## config.mk

```make
export PLATFORM = sky130hd
export DESIGN_NAME = ipv4_header_check_unit_flat
export DESIGN_NICKNAME = d
export VERILOG_FILES = /design/src/sv/ihc_pkg.sv /design/src/sv/ihc_in_if.sv /design/src/sv/ihc_out_if.sv /design/src/sv/ihc_parse.sv /design/src/sv/ihc_judge.sv /design/src/sv/ipv4_header_check_unit.sv /design/src/flat_wrapper.sv
export SDC_FILE = /design/constraint.sdc
export NUM_CORES = 1
export LEC_CHECK = 0
export ABC_AREA = 1
export ABC_CLOCK_PERIOD_IN_PS = 18150
export BUFFER_PORTS_ARGS = -buffer_cell sky130_fd_sc_hd__buf_4
export CORE_MARGIN = 2
export CORE_UTILIZATION = 55
export CTS_BUF_LIST = sky130_fd_sc_hd__clkbuf_16
export DETAILED_ROUTE_END_ITERATION = 6
export PLACE_DENSITY = 0.75
export RECOVER_POWER = 100
export SETUP_SLACK_MARGIN = 0.3
export SYNTH_ARGS = -nofsm -noshare
export SYNTH_HDL_FRONTEND = slang
export SYNTH_SLANG_ARGS = --single-unit
```

## constraint.sdc

```tcl
create_clock -name clk -period 18.15 [get_ports clk]
set_clock_uncertainty 0.2 [all_clocks]
set_input_delay 0.9075 -clock clk [delete_from_list [all_inputs] [get_ports clk]]
set_output_delay 0.9075 -clock clk [all_outputs]
set_load 0.01 [all_outputs]
```

## src/sv/ihc_pkg.sv

```systemverilog
package ihc_pkg;

	// Header geometry.
	localparam int HDR_BYTES = 20;
	localparam int IDX_W     = $clog2(HDR_BYTES);
	localparam int SUM_W     = 20;
	localparam int BYTE_W    = 8;
	localparam int ADDR_W    = 32;
	localparam int VERDICT_W = 4;

	// Byte positions of the fields that are kept.
	localparam logic [IDX_W-1:0] IDX_VER_LEN   = IDX_W'(0);
	localparam logic [IDX_W-1:0] IDX_FRAG_HI   = IDX_W'(6);
	localparam logic [IDX_W-1:0] IDX_FRAG_LO   = IDX_W'(7);
	localparam logic [IDX_W-1:0] IDX_PROTO     = IDX_W'(9);
	localparam logic [IDX_W-1:0] IDX_SRC_FIRST = IDX_W'(12);
	localparam logic [IDX_W-1:0] IDX_SRC_LAST  = IDX_W'(15);
	localparam logic [IDX_W-1:0] IDX_DST_FIRST = IDX_W'(16);
	localparam logic [IDX_W-1:0] IDX_DST_LAST  = IDX_W'(19);
	localparam logic [IDX_W-1:0] IDX_LAST      = IDX_W'(HDR_BYTES - 1);

	// Header field values.
	localparam logic [3:0]        IP_VERSION   = 4'd4;
	localparam logic [3:0]        IP_IHL       = 4'd5;
	localparam int                FRAG_MF_BIT  = 13;
	localparam logic [12:0]       FRAG_OFS_MASK = 13'h1FFF;
	localparam logic [7:0]        PROTO_ICMP   = 8'd1;
	localparam logic [7:0]        PROTO_TCP    = 8'd6;
	localparam logic [7:0]        PROTO_UDP    = 8'd17;
	localparam logic [ADDR_W-1:0] BCAST_ADDR   = 32'hFFFF_FFFF;
	localparam logic [15:0]       SUM_GOOD     = 16'hFFFF;

	typedef enum logic [VERDICT_W-1:0] {
		VERDICT_ICMP      = 4'd0,
		VERDICT_TCP       = 4'd1,
		VERDICT_UDP       = 4'd2,
		VERDICT_VERSION   = 4'd3,
		VERDICT_OPTIONS   = 4'd4,
		VERDICT_FRAGMENT  = 4'd5,
		VERDICT_CHECKSUM  = 4'd6,
		VERDICT_NOT_OURS  = 4'd7,
		VERDICT_PROTO_UNS = 4'd8
	} verdict_t;

	// Fields collected while a header streams in.
	typedef struct packed {
		logic [BYTE_W-1:0] ver_len;
		logic [15:0]       frag;
		logic [BYTE_W-1:0] proto;
		logic [ADDR_W-1:0] src;
		logic [ADDR_W-1:0] dst;
		logic [SUM_W-1:0]  sum;
	} hdr_fields_t;

	// Parser to judge: a complete header is ready this cycle.
	typedef struct packed {
		logic        done;
		hdr_fields_t hdr;
	} hdr_result_t;

endpackage

```

## src/sv/ihc_in_if.sv

```systemverilog
interface ihc_in_if;
	import ihc_pkg::*;

	logic              valid;
	logic              ready;
	logic [BYTE_W-1:0] hdr_byte;
	logic              first_byte;

	modport source (output valid, output hdr_byte, output first_byte, input ready);
	modport sink   (input valid, input hdr_byte, input first_byte, output ready);

endinterface

```

## src/sv/ihc_out_if.sv

```systemverilog
interface ihc_out_if;
	import ihc_pkg::*;

	logic                 valid;
	logic                 ready;
	logic [VERDICT_W-1:0] verdict;
	logic [BYTE_W-1:0]    protocol_num;
	logic [ADDR_W-1:0]    src_addr;
	logic [ADDR_W-1:0]    dst_addr;

	modport source (output valid, output verdict, output protocol_num,
		output src_addr, output dst_addr, input ready);
	modport sink   (input valid, input verdict, input protocol_num,
		input src_addr, input dst_addr, output ready);

endinterface

```

## src/sv/ihc_parse.sv

```systemverilog
module ihc_parse (
	input  logic                 clk,
	input  logic                 arst_n,
	ihc_in_if.sink               hdr_in,
	input  logic                 res_free,
	output ihc_pkg::hdr_result_t result
);
	import ihc_pkg::*;

	logic              valid_s1;
	logic [BYTE_W-1:0] byte_s1;
	logic              first_s1;

	logic              parse_active_q;
	logic [IDX_W-1:0]  byte_index_q;
	logic [BYTE_W-1:0] high_half_q;
	hdr_fields_t       hdr_q;

	logic              act;
	logic              last;
	logic              done;
	logic              advance;
	logic [IDX_W-1:0]  idx;
	logic [BYTE_W-1:0] high_n;
	hdr_fields_t       hdr_n;

	// The input stage moves on unless it holds a finished header and the result is blocked.
	assign advance      = !done || res_free;
	assign hdr_in.ready = advance;

	// Input register.
	always_ff @(posedge clk or negedge arst_n) begin
		if (!arst_n) begin
			valid_s1 <= 1'b0;
		end else if (advance) begin
			valid_s1 <= hdr_in.valid;
		end
	end

	always_ff @(posedge clk) begin
		if (hdr_in.valid && advance) begin
			byte_s1  <= hdr_in.hdr_byte;
			first_s1 <= hdr_in.first_byte;
		end
	end

	// Next header state for the byte in the input register.
	always_comb begin
		act     = first_s1 || parse_active_q;
		idx     = first_s1 ? '0 : byte_index_q;
		hdr_n   = hdr_q;
		high_n  = high_half_q;
		if (first_s1) begin
			hdr_n.sum = '0;
		end
		// Even bytes hold the upper half of a word; odd bytes complete it into the sum.
		if (!idx[0]) begin
			high_n = byte_s1;
		end else begin
			hdr_n.sum = hdr_n.sum + SUM_W'({high_half_q, byte_s1});
		end
		case (idx) inside
			IDX_VER_LEN:                    hdr_n.ver_len = byte_s1;
			IDX_FRAG_HI:                    hdr_n.frag[15:8] = byte_s1;
			IDX_FRAG_LO:                    hdr_n.frag[7:0] = byte_s1;
			IDX_PROTO:                      hdr_n.proto = byte_s1;
			[IDX_SRC_FIRST:IDX_SRC_LAST]:   hdr_n.src = {hdr_q.src[ADDR_W-BYTE_W-1:0], byte_s1};
			[IDX_DST_FIRST:IDX_DST_LAST]:   hdr_n.dst = {hdr_q.dst[ADDR_W-BYTE_W-1:0], byte_s1};
			default: ;
		endcase
		last = (idx >= IDX_LAST);
		done = valid_s1 && act && last;
	end

	assign result.done = done;
	assign result.hdr  = hdr_n;

	// Parse control.
	always_ff @(posedge clk or negedge arst_n) begin
		if (!arst_n) begin
			parse_active_q <= 1'b0;
			byte_index_q   <= '0;
		end else if (valid_s1 && advance && act) begin
			parse_active_q <= !last;
			byte_index_q   <= last ? '0 : idx + IDX_W'(1);
		end
	end

	// Collected header fields.
	always_ff @(posedge clk) begin
		if (valid_s1 && advance && act) begin
			hdr_q       <= hdr_n;
			high_half_q <= high_n;
		end
	end

`ifndef SYNTHESIS
	a_index_in_range: assert property (@(posedge clk) disable iff (!arst_n)
		byte_index_q <= IDX_LAST)
		else $error("byte index beyond the header");

	a_idle_index_zero: assert property (@(posedge clk) disable iff (!arst_n)
		!parse_active_q |-> byte_index_q == '0)
		else $error("byte index not cleared while idle");

	a_stall_holds_byte: assert property (@(posedge clk) disable iff (!arst_n)
		valid_s1 && !advance |=> valid_s1 && $stable(byte_s1) && $stable(first_s1))
		else $error("stalled header byte was lost");
`endif

endmodule

```

## src/sv/ihc_judge.sv

```systemverilog
module ihc_judge (
	input  logic                        clk,
	input  logic                        arst_n,
	input  ihc_pkg::hdr_result_t        result,
	input  logic [ihc_pkg::ADDR_W-1:0]  local_addr,
	output logic                        res_free,
	ihc_out_if.source                   res_out
);
	import ihc_pkg::*;

	logic        out_valid_q;
	logic        load;
	logic [16:0] fold1;
	logic [16:0] fold2;
	verdict_t    verdict;

	assign res_free = !out_valid_q || res_out.ready;
	assign load     = result.done && res_free;

	// End-around-carry fold of the sum, then the checks in priority order.
	always_comb begin
		fold1 = {1'b0, result.hdr.sum[15:0]} + 17'(result.hdr.sum[SUM_W-1:16]);
		fold2 = {1'b0, fold1[15:0]} + 17'(fold1[16]);
		if (result.hdr.ver_len[7:4] != IP_VERSION) begin
			verdict = VERDICT_VERSION;
		end else if (result.hdr.ver_len[3:0] != IP_IHL) begin
			verdict = VERDICT_OPTIONS;
		end else if (result.hdr.frag[FRAG_MF_BIT]
				|| (result.hdr.frag[12:0] & FRAG_OFS_MASK) != '0) begin
			verdict = VERDICT_FRAGMENT;
		end else if (fold2[15:0] != SUM_GOOD) begin
			verdict = VERDICT_CHECKSUM;
		end else if (result.hdr.dst != BCAST_ADDR && result.hdr.dst != local_addr) begin
			verdict = VERDICT_NOT_OURS;
		end else if (result.hdr.proto == PROTO_ICMP) begin
			verdict = VERDICT_ICMP;
		end else if (result.hdr.proto == PROTO_TCP) begin
			verdict = VERDICT_TCP;
		end else if (result.hdr.proto == PROTO_UDP) begin
			verdict = VERDICT_UDP;
		end else begin
			verdict = VERDICT_PROTO_UNS;
		end
	end

	// Result register.
	always_ff @(posedge clk or negedge arst_n) begin
		if (!arst_n) begin
			out_valid_q <= 1'b0;
		end else if (res_free) begin
			out_valid_q <= result.done;
		end
	end

	always_ff @(posedge clk) begin
		if (load) begin
			res_out.verdict      <= verdict;
			res_out.protocol_num <= result.hdr.proto;
			res_out.src_addr     <= result.hdr.src;
			res_out.dst_addr     <= result.hdr.dst;
		end
	end

	assign res_out.valid = out_valid_q;

`ifndef SYNTHESIS
	a_no_overwrite: assert property (@(posedge clk) disable iff (!arst_n)
		out_valid_q && !res_out.ready |-> !load)
		else $error("pending result overwritten");

	a_verdict_code: assert property (@(posedge clk) disable iff (!arst_n)
		load |=> res_out.valid && res_out.verdict <= VERDICT_PROTO_UNS)
		else $error("result not shown after a finished header");
`endif

endmodule

```

## src/sv/ipv4_header_check_unit.sv

```systemverilog
// IPv4 header checker.
// hdr_in takes one header byte per transaction, in network order, with
// first_byte set on byte 0; a start flag in mid-header drops the old parse.
// Bytes that arrive while no header is open, and bytes after the twentieth,
// are dropped without a result.
// res_out carries one transaction per complete 20-byte header: a verdict
// code plus the protocol, source and destination fields of that header.
// cfg_we/cfg_wdata load the local station address; write it only while idle.
// Throughput is one byte per cycle while hdr_in is ready; in the input
// register the ones' complement add and field capture happen, and a
// finished header is checked into the result register in that same step.
// The last byte is taken into the input register, its verdict then into the result register.
// When res_out stalls, the result is held; hdr_in keeps taking bytes until a
// second finished header waits in the input register behind it.
// Reset clears the parse, the result valid flag and the local address to zero.
module ipv4_header_check_unit (
	input  logic                        clk,
	input  logic                        arst_n,
	input  logic                        cfg_we,
	input  logic [ihc_pkg::ADDR_W-1:0]  cfg_wdata,
	ihc_in_if.sink                      hdr_in,
	ihc_out_if.source                   res_out
);
	import ihc_pkg::*;

	logic [ADDR_W-1:0] local_addr_q;
	logic              res_free;
	hdr_result_t       result;

	// Local address register.
	always_ff @(posedge clk or negedge arst_n) begin
		if (!arst_n) begin
			local_addr_q <= '0;
		end else if (cfg_we) begin
			local_addr_q <= cfg_wdata;
		end
	end

	ihc_parse u_parse (
		.clk      (clk),
		.arst_n   (arst_n),
		.hdr_in   (hdr_in),
		.res_free (res_free),
		.result   (result)
	);

	ihc_judge u_judge (
		.clk        (clk),
		.arst_n     (arst_n),
		.result     (result),
		.local_addr (local_addr_q),
		.res_free   (res_free),
		.res_out    (res_out)
	);

endmodule
```

## src/flat_wrapper.sv

```systemverilog
// flat-port wrapper written by rule: the top's interface ports become plain ports
module ipv4_header_check_unit_flat import ihc_pkg::*;
  (clk, arst_n, cfg_we, cfg_wdata, hdr_in_valid, hdr_in_hdr_byte, hdr_in_first_byte, hdr_in_ready, res_out_valid, res_out_verdict, res_out_protocol_num, res_out_src_addr, res_out_dst_addr, res_out_ready);
  ihc_in_if hdr_in_i ();
  ihc_out_if res_out_i ();
  input  logic clk;
  input  logic arst_n;
  input  logic cfg_we;
  input  logic [ihc_pkg::ADDR_W-1:0] cfg_wdata;
  input wire logic [$bits(hdr_in_i.valid)-1:0] hdr_in_valid;
  input wire logic [$bits(hdr_in_i.hdr_byte)-1:0] hdr_in_hdr_byte;
  input wire logic [$bits(hdr_in_i.first_byte)-1:0] hdr_in_first_byte;
  output wire logic [$bits(hdr_in_i.ready)-1:0] hdr_in_ready;
  output wire logic [$bits(res_out_i.valid)-1:0] res_out_valid;
  output wire logic [$bits(res_out_i.verdict)-1:0] res_out_verdict;
  output wire logic [$bits(res_out_i.protocol_num)-1:0] res_out_protocol_num;
  output wire logic [$bits(res_out_i.src_addr)-1:0] res_out_src_addr;
  output wire logic [$bits(res_out_i.dst_addr)-1:0] res_out_dst_addr;
  input wire logic [$bits(res_out_i.ready)-1:0] res_out_ready;
  assign hdr_in_i.valid = hdr_in_valid;
  assign hdr_in_i.hdr_byte = hdr_in_hdr_byte;
  assign hdr_in_i.first_byte = hdr_in_first_byte;
  assign hdr_in_ready = hdr_in_i.ready;
  assign res_out_valid = res_out_i.valid;
  assign res_out_verdict = res_out_i.verdict;
  assign res_out_protocol_num = res_out_i.protocol_num;
  assign res_out_src_addr = res_out_i.src_addr;
  assign res_out_dst_addr = res_out_i.dst_addr;
  assign res_out_i.ready = res_out_ready;
  ipv4_header_check_unit u_core (.clk(clk), .arst_n(arst_n), .cfg_we(cfg_we), .cfg_wdata(cfg_wdata), .hdr_in(hdr_in_i), .res_out(res_out_i));
endmodule
```

# Word-level counts from Yosys, hierarchy flattened
# Index checks and enable logic that the tools add are counted.
# word_totals
rom_bits	0
input_bits	46
latch_bits	0
mem_bits_rw	0
register_bits	247
memories	0
output_inout_bits	78
# op_classes
order_cmp	5
n_mul	0
bitwise	1
n_eq_ne	11
shifts	0
mux	32
reduce_logical	20
n_addsub	4
n_div	0
# op_table
cell	n
$mux W32	11
$mux W8	8
$mux W20	2
$ne A32 B32 Y1	1
$ne A32 B32 Y1 const B	1
$add A20 B16 Y20	1
$mux W3	6
$add A16 B4 Y17	1
$add A16 B1 Y16	1
$ne A16 B16 Y1 const B	1
$reduce_bool A13 Y1	1
$mux W6	2
$eq A5 B3 Y1 const B	2
$ge A5 B5 Y1 const B	2
$mux W5	2
$logic_and A1 B1 Y1	9
$eq A8 B1 Y1 const B	1
$eq A8 B3 Y1 const B	1
$eq A8 B5 Y1 const B	1
$ne A4 B3 Y1 const B	2
$reduce_or A7 Y1	1
$add A5 B1 Y5 const B	1
$eq A5 B4 Y1 const B	1
$ge A5 B4 Y1 const B	1
8 further kinds	13

# Longest topological paths before layout
# Gate-level depths: netlist (run 1).
# logic_depth
depth_word	15
depth_mapped	49

# Modules after synthesis
# A second synthesis (run 1) with hierarchy kept.
# unflattened
cells_unflattened	1305
hier_area_um2	12334.3
# modules_own_cells
mod	n_inst	area_each_um2	seq_area_each_um2	cells_per_inst
ihc_parse	1	7105.6	4169.0	784
ihc_judge	1	3936.3	2307.2	385
ipv4_header_check_unit	1	1292.5	800.8	136

# Worst setup path after synthesis (run 1)
# Ideal clock, no wire load.
# synth_path
path_type	register to register
start	reg u_core.u_parse.byte_index_q[0]
end	reg u_core.u_parse.byte_index_q[2]
path_slack_ns	9.941
stages_incl_launch_ff	15
required_time_ns	17.836
arrival_ns	7.895
n_path_buf	2
period_less_slack_ns	8.209
path_cell_list	dfrtp_1 inv_1 nor2_1 clkbuf_1 clkbuf_1 ha_1 inv_1 nand2_1 o31ai_1 nor2_1 inv_1 nor2_1 nor2_1 nand2_1 o21ai_0
# synth_via
elab_chain_len	7
elab_cells_between_ends	9
# synth_lines
item	line_no	text
start: declaration	ihc_parse.sv:15	logic [IDX_W-1:0] byte_index_q;
start signal: assignment	ihc_parse.sv:85	byte_index_q <= last ? '0 : idx + IDX_W'(1);
$mux W5 *	ihc_parse.sv:50	idx = first_s1 ? '0 : byte_index_q;
$ge A5 B5 Y1	ihc_parse.sv:71	last = (idx >= IDX_LAST);
$logic_and A1 B1 Y1	ihc_parse.sv:72	done = valid_s1 && act && last;
$logic_not A1 Y1	ihc_parse.sv:28	assign advance = !done || res_free;
$logic_or A1 B1 Y1	ihc_parse.sv:28	
$logic_and A1 B1 Y1 (2 in series)	ihc_parse.sv:83	end else if (valid_s1 && advance && act) begin
# Every way passes the cells marked *; elsewhere a longest branch is shown, timed or not.
# A chain may end at the register's enable or synchronous reset.

# Worst setup path after layout (run 1)
# layout_path
start	reg u_core.u_parse.first_s1
end	reg u_core.u_parse.byte_index_q[4]
# layout_via
elab_chain_len	7
elab_cells_between_ends	11
# layout_lines
item	line_no	text
start: declaration	ihc_parse.sv:12	logic first_s1;
start signal: assignment	ihc_parse.sv:43	first_s1 <= hdr_in.first_byte;
$mux W5 or $logic_or A1 B1 Y1 (tied branches)	ihc_parse.sv:50, ihc_parse.sv:49	
$ge A5 B5 Y1 or $logic_and A1 B1 Y1 (tied branches)	ihc_parse.sv:71, ihc_parse.sv:72	
$logic_and A1 B1 Y1	ihc_parse.sv:72	
$logic_not A1 Y1	ihc_parse.sv:28	
$logic_or A1 B1 Y1	ihc_parse.sv:28	
$logic_and A1 B1 Y1 (2 in series)	ihc_parse.sv:83	
# Several ways; a longest one is shown, not always the timed one.

==> flow_metrics.py, run 1 <==
metrics = {
    "outcome": {
        "status": "complete, but fails checks",
        "violations": "capacitance limit, slew limit",
    },
    "sta": {
        "grt_setup_unrepaired": "no",
        "finalSetupViolCount": 0,
        "hold_viol": 0,
        "timing.final.crit_share": 0.528,
        "finalWorstSetupSlack_ps": 8560,
        "setup-tns-final_ps": 0,
        "timing.slew.headroom": -2.06,
        "slew_violations": 413,
        "whs_ps": 333,
        "worst_pin_slew_ps": 4590,
        "fmax_mhz": 104,
        "period_needed_ps": 9590,
    },
    "drt": {
        "first_pass_iters": 5,
        "drt_iter0_drc": 793,
        "wl_per_cell_um": 16.1,
        "num_vias": 8648,
        "vias_per_cell": 5.27,
        "route.detailed.drc": 0,
        "wl_mm": 26.4,
        "postRouteAntennaNets": 0,
    },
    "grt": {
        "grt_max_degree": 88,
        "grt_pass1_wl_mm": 43.2,
        "grtUsageTotal": 0.229,
        "antenna_found_initial": 0,
        "grt_pass1_vias": 8616,
        "overflow": 0,
    },
    "floorplanning": {
        "rows": 54,
        "die_w_um": 152,
        "core_area_mm2": 0.0217,
        "die-area_mm2": 0.0231,
        "initial_core_util": 0.556,
        "fp.dieH_um": 152,
        "ios": 124,
    },
    "final_layout": {
        "finalNetCount": 1412,
        "drive_gt1_frac": 0.101,
        "seqCellArea_mm2": 0.00722,
        "most-common-layout-cells": "nand2_1 (271), inv_1 (226), edfxtp_1 (207)",
        "fin_cells": 1641,
        "syn2layout_area_growth_pct": 14.3,
        "multi_input_area_mm2": 0.00380,
        "final_common_cell": "nand2_1",
        "antennaDiodeCount": 0,
        "num-fill-cells": 1822,
    },
    "placed_design": {
        "io_buffers": 123,
        "dp_slack_ps": 11220,
        "dp_cells": 1594,
        "dp_hpwl_mm": 18.4,
        "place.gp.congestion": 0.913,
    },
    "critical_path": {
        "critPathKind": "reg -> reg",
        "start_kind": "flop",
        "arrival_ps": 9770,
        "end_kind": "flop",
        "cp_max_fo": 87,
        "crit_required_ps": 18340,
        "worst-r2r-cell-count": 12,
    },
    "clocking": {
        "htree_levels": 1,
        "cts_buffer_depth": 3,
        "cts_buffers": 26,
        "clk_latency_ps": 540,
        "clk_pin_slew_ps": 60,
        "cts_setup_buffers": 0,
        "cts_sinks": 247,
        "cts_tree": "done",
        "ctsHoldBuffers": 0,
        "post_cts_resize_count": 0,
        "root_buffer": "clkbuf_16",
    },
    "hold_path": {
        "hold_class": "reg -> reg",
        "hold_depth": 2,
    },
    "yosys": {
        "synthFlopType": "edfxtp_1",
        "syn_avg_cell_area_um2": 9.95,
        "synth_area_mm2": 0.0121,
        "ys_ff_latch": 247,
        "synth_edf_count": 207,
        "ys_seq_area_frac": 0.598,
        "async_flop_share": 0.162,
        "synthCells": 1213,
        "yosysWarnings": 0,
        "synthesis.nets": 1283,
        "synth_cell_types": 45,
    },
    "power": {
        "ir_worst_vdd_v": 0.0000825,
        "p_per_area_mw_per_mm2": 103,
        "leakage_uw": 0.00602,
    },
    "job": {
        "maxCapViolations": 8,
    },
}
## critical path, cell delays in order (launching register included)
cell and delay [ps]:
edfxtp_1 930, nor2_1 430, ha_1 320, inv_1 110, nand2_1 90, o31ai_1 390, nor2_1 100, inv_1 100
nor2_1 140, nor2_1 2030, clkbuf_1 3320, nand2_1 860, o22ai_1 410
## kinds of logic (layout without fill, tap and decap cells)
group,count (synthesis),in the layout,synth area share
buf+inv,255,403,0.0833
flops,247,247,0.598
fa+ha+maj,24,24,0.0261
xor+xnor,25,25,0.0181
mux,26,26,0.0242
compound gates,161,161,0.0701
simple gates,475,475,0.180
## final cells by class
type,instances,area share
sequential,247,0.523
multi-input combinational,711,0.276
inverter,229,0.0632
clock buffer,26,0.0472
timing repair buffer,127,0.0465
tap,280,0.0254
clock inverter,21,0.0188
## metal layers
layer  vias up  routed length, um  global-route usage
met5         -                  0                   0
met4         0                752              0.0699
met3        51               1660              0.0280
met2       272              12100               0.367
met1      4053              11900               0.331
li1       4272                  -                   -
## Yosys cell counts (all sizes together) (22+ instances only)
master / n / share of area
nand3: 57 / 0.029
dfrtp: 40 / 0.083
inv: 228 / 0.072
nand4: 32 / 0.017
mux2: 25 / 0.023
nand2: 283 / 0.093
nor2: 80 / 0.030
a21oi: 32 / 0.014
o21ai: 112 / 0.046
ha: 22 / 0.023
edfxtp: 207 / 0.52
xor2: 24 / 0.017
## flip-flops by register name, summed over array words and instances (netlist names)
signal / flops
u_core.u_judge.res_out.valid: 1
u_core.u_parse.byte_index_q: 5
u_core.local_addr_q: 32
u_core.u_parse.hdr_q: 114
u_core.u_judge.res_out.dst_addr: 32
u_core.u_parse.first_s1: 1
u_core.u_parse.parse_active_q: 1
u_core.u_judge.res_out.src_addr: 32
u_core.u_parse.byte_s1: 8
u_core.u_parse.high_half_q: 8
u_core.u_judge.res_out.protocol_num: 8
u_core.u_parse.valid_s1: 1
u_core.u_judge.res_out.verdict: 4
## path summary, 6_finish.rpt
path	start	endpoint	slack, ps
worst min-delay path	u_core.local_addr_q[3]$_DFFE_PN0P_	u_core.local_addr_q[3]$_DFFE_PN0P_	330
min in group asynchronous	arst_n	u_core.local_addr_q[16]$_DFFE_PN0P_	880
max in group asynchronous	arst_n	u_core.local_addr_q[6]$_DFFE_PN0P_	15530
worst min register to register	u_core.local_addr_q[3]$_DFFE_PN0P_	u_core.local_addr_q[3]$_DFFE_PN0P_	330
worst max-delay path	u_core.u_parse.first_s1$_DFFE_PP_	u_core.u_parse.byte_index_q[4]$_DFFE_PN0P_	8560
worst max register to register	u_core.u_parse.first_s1$_DFFE_PP_	u_core.u_parse.byte_index_q[4]$_DFFE_PN0P_	8560
## metrics by stage
| stage | total power (uW) | instance area (um^2) | util |
|---|---|---|---|
| after floorplan | 825 | 12100 | - |
| after global placement | 873 | 13300 | 0.611 |
| after detailed placement | 878 | 13300 | 0.611 |
| final | 1420 | 13800 | 0.636 |
| after CTS | 1430 | 14200 | 0.653 |
| after global routing | 1480 | 13800 | 0.636 |
## power breakdown
group / switching (uW) / internal [uW]
Sequential: 19.8 / 667
Combinational: 125 / 56.9
Clock: 216 / 334
No activity file was read; power rests on OpenSTA's default activity.
==> run 2, diff against run 1 <==
--- a/config.mk
+++ b/config.mk
@@ -6,7 +6,7 @@
 export NUM_CORES = 1
 export LEC_CHECK = 0
 export ABC_AREA = 1
-export ABC_CLOCK_PERIOD_IN_PS = 18150
+export ABC_CLOCK_PERIOD_IN_PS = 9930
 export BUFFER_PORTS_ARGS = -buffer_cell sky130_fd_sc_hd__buf_4
 export CORE_MARGIN = 2
 export CORE_UTILIZATION = 55
==> constraint.sdc (replaced) <==
create_clock -name clk -period 9.93 [get_ports clk]
set_clock_uncertainty 0.2 [all_clocks]
set_input_delay 0.4965 -clock clk [delete_from_list [all_inputs] [get_ports clk]]
set_output_delay 0.4965 -clock clk [all_outputs]
set_load 0.01 [all_outputs]
==> run 2 against run 1 <==
  * The run still ends with capacitance limit, slew limit left
  * Via count increased by 3.4%
  * Register-to-register slack got worse by 6200 ps
  * Cell count increased by 2.3%
  * Clock-buffer cell count decreased by 1
  * Wire length increased by 3.2%
  * First-iteration DRC count decreased by 11%
  * Sequential share of layout area decreased by 1.3 points
  * Clock power increased by 79%
  * Worst setup slack got worse by 6200 ps
  * Non-clock buffer count increased by 40
  * Design area increased by 2.6%
  * Total power increased by 82%
  * Critical path type unchanged
  * Largest cell class unchanged
==> flow_metrics.py, run 2 (synthesis results as in run 1) <==
metrics = {
    "placed_design": {
        "dp_cells": 1594,
        "dp_hpwl_mm": 18.5,
        "io_buffers": 123,
        "dp_slack_ps": 3040,
        "place_area_mm2": 0.0133,
        "place.gp.congestion": 0.913,
    },
    "floorplanning": {
        "rows": 54,
        "fp.dieH_um": 152,
        "die_w_um": 152,
        "die-area_mm2": 0.0231,
        "ios": 124,
        "core_area_mm2": 0.0217,
        "initial_core_util": 0.556,
    },
    "critical_path": {
        "arrival_ps": 7850,
        "max_stage_delay_ps": 2060,
        "cp_common_cell": "nor2_1",
        "start_kind": "flop",
        "crit_required_ps": 10170,
        "end_kind": "flop",
        "worst-r2r-cell-count": 12,
        "crit_chain": "nor2_1 > ha_1 > inv_1 > nand2_1 > o31ai_1 > nor2_1 > inv_1 > nor2_1 > nor2_1 > clkbuf_2 > nand2_1 > o21ai_0",
        "worstSetupStartpoint": "u_core.u_parse.first_s1$_DFFE_PP_",
        "r2r_start": "u_core.u_parse.first_s1$_DFFE_PP_",
        "worstSetupPathDepth": 12,
        "cp_max_fo": 87,
        "rrSetupSlack_ps": 2320,
        "crit_family": "simple AND/OR/NAND/NOR gates",
        "critPathKind": "reg -> reg",
        "rr_endpoint": "u_core.u_parse.byte_index_q[2]$_DFFE_PN0P_",
        "crit_slowest_cell": "nor2_1",
        "path_buf_inv": 3,
    },
    "final_layout": {
        "syn2layout_area_growth_pct": 17.3,
        "largest_reg_flops": 114,
        "most-common-layout-cells": "nand2_1 (270), inv_1 (223), edfxtp_1 (207)",
        "largest-register": "u_core.u_parse.hdr_q",
        "fin_cells": 1679,
        "antennaDiodeCount": 0,
        "finalNetCount": 1451,
        "drive_gt1_frac": 0.100,
        "final_common_cell": "nand2_1",
        "num-fill-cells": 1750,
        "design_area_mm2": 0.0142,
    },
    "clocking": {
        "clk_latency_ps": 540,
        "cts_sinks": 247,
        "htree_levels": 1,
        "clk_pin_slew_ps": 60,
        "cts_buffer_depth": 3,
        "post_cts_resize_count": 0,
        "cts_setup_buffers": 0,
        "cts_buffers": 25,
        "root_buffer": "clkbuf_16",
        "ctsHoldBuffers": 40,
        "cts_tree": "done",
    },
    "grt": {
        "grt_pass1_vias": 8716,
        "grt_pass1_wl_mm": 44.1,
        "antenna_found_initial": 0,
        "overflow": 0,
        "grt_max_degree": 88,
        "grtUsageTotal": 0.234,
    },
    "sta": {
        "finalSetupViolCount": 0,
        "timing.slew.headroom": -0.864,
        "finalWorstSetupSlack_ps": 2320,
        "slew_violations": 372,
        "setup-tns-final_ps": 0,
        "grt_setup_unrepaired": "no",
        "worst_pin_slew_ps": 2790,
        "fmax_mhz": 131,
        "whs_ps": 8.89,
        "timing.final.crit_share": 0.767,
        "period_needed_ps": 7610,
        "hold_viol": 0,
    },
    "drt": {
        "route.detailed.drc": 0,
        "vias_per_cell": 5.32,
        "postRouteAntennaNets": 0,
        "drt_iter0_drc": 706,
        "first_pass_iters": 5,
        "num_vias": 8940,
        "wl_mm": 27.2,
        "wl_per_cell_um": 16.2,
    },
    "power": {
        "leakage_uw": 0.00617,
        "ir_worst_vdd_v": 0.000181,
        "p_per_area_mw_per_mm2": 182,
    },
    "hold_path": {
        "min_from": "cfg_wdata[21]",
        "hold_class": "in -> reg",
        "hold_depth": 3,
        "min_to": "u_core.local_addr_q[21]$_DFFE_PN0P_",
    },
    "outcome": {
        "violations": "capacitance limit, slew limit",
        "status": "complete, but fails checks",
    },
    "job": {
        "maxCapViolations": 8,
    },
}
[run 2: changes by cell type in the layout (fill, tap and decap cells not counted), moves of 2 or more]
cell,previous run,this run
clkinv_1,4,6
clkinv_2,4,6
dlygate4sd3_1,0,40
inv_1,226,223
[run 2: report_power, final]
part	internal, uW	switching [uW]	total, uW
combinational	115	232	347
sequential	1220	36.0	1250
clock	592	391	983
[run 2: worst max-delay path by stage]
stage                                                      end  slack, ps
5_1_grt        u_core.u_judge.res_out.verdict[0]$_SDFFCE_PP1P_       1430
2_1_floorplan       u_core.u_parse.byte_index_q[2]$_DFFE_PN0P_       1720
6_report            u_core.u_parse.byte_index_q[2]$_DFFE_PN0P_       2320
3_3_place_gp   u_core.u_judge.res_out.verdict[1]$_SDFFCE_PP1P_       3260
4_1_cts        u_core.u_judge.res_out.verdict[1]$_SDFFCE_PP1P_       3010
3_5_place_dp   u_core.u_judge.res_out.verdict[1]$_SDFFCE_PP1P_       3040
[run 2: through the flow]
stage               total power (uW)   util
global route                    2690  0.653
detailed placement              1610  0.611
global placement                1600  0.611
CTS                             2600  0.669
finish                          2580  0.653
floorplan                       1510      -
[run 2: area by class of cell]
type / instances / area (um^2) / area share
clock buffers: 25 / 626 / 0.0442
well taps: 280 / 350 / 0.0248
repair buffers: 167 / 1040 / 0.0737
flip-flops and latches: 247 / 7220 / 0.510
clock inverters: 20 / 239 / 0.0169
inverters: 229 / 872 / 0.0616
multi-input cells: 711 / 3810 / 0.269
[run 2: routing by layer]
metal	routed length (um)	vias to the layer above	track usage
met5	0	-	0
met4	682	0	0.0699
met3	1910	60	0.0359
met2	12800	319	0.377
met1	11900	4208	0.332
li1	-	4353	-
[run 2: tightest hold or removal path, cell delays in order]
cell and delay, ps:
buf_4 80, nand2_1 50, o21ai_0 80
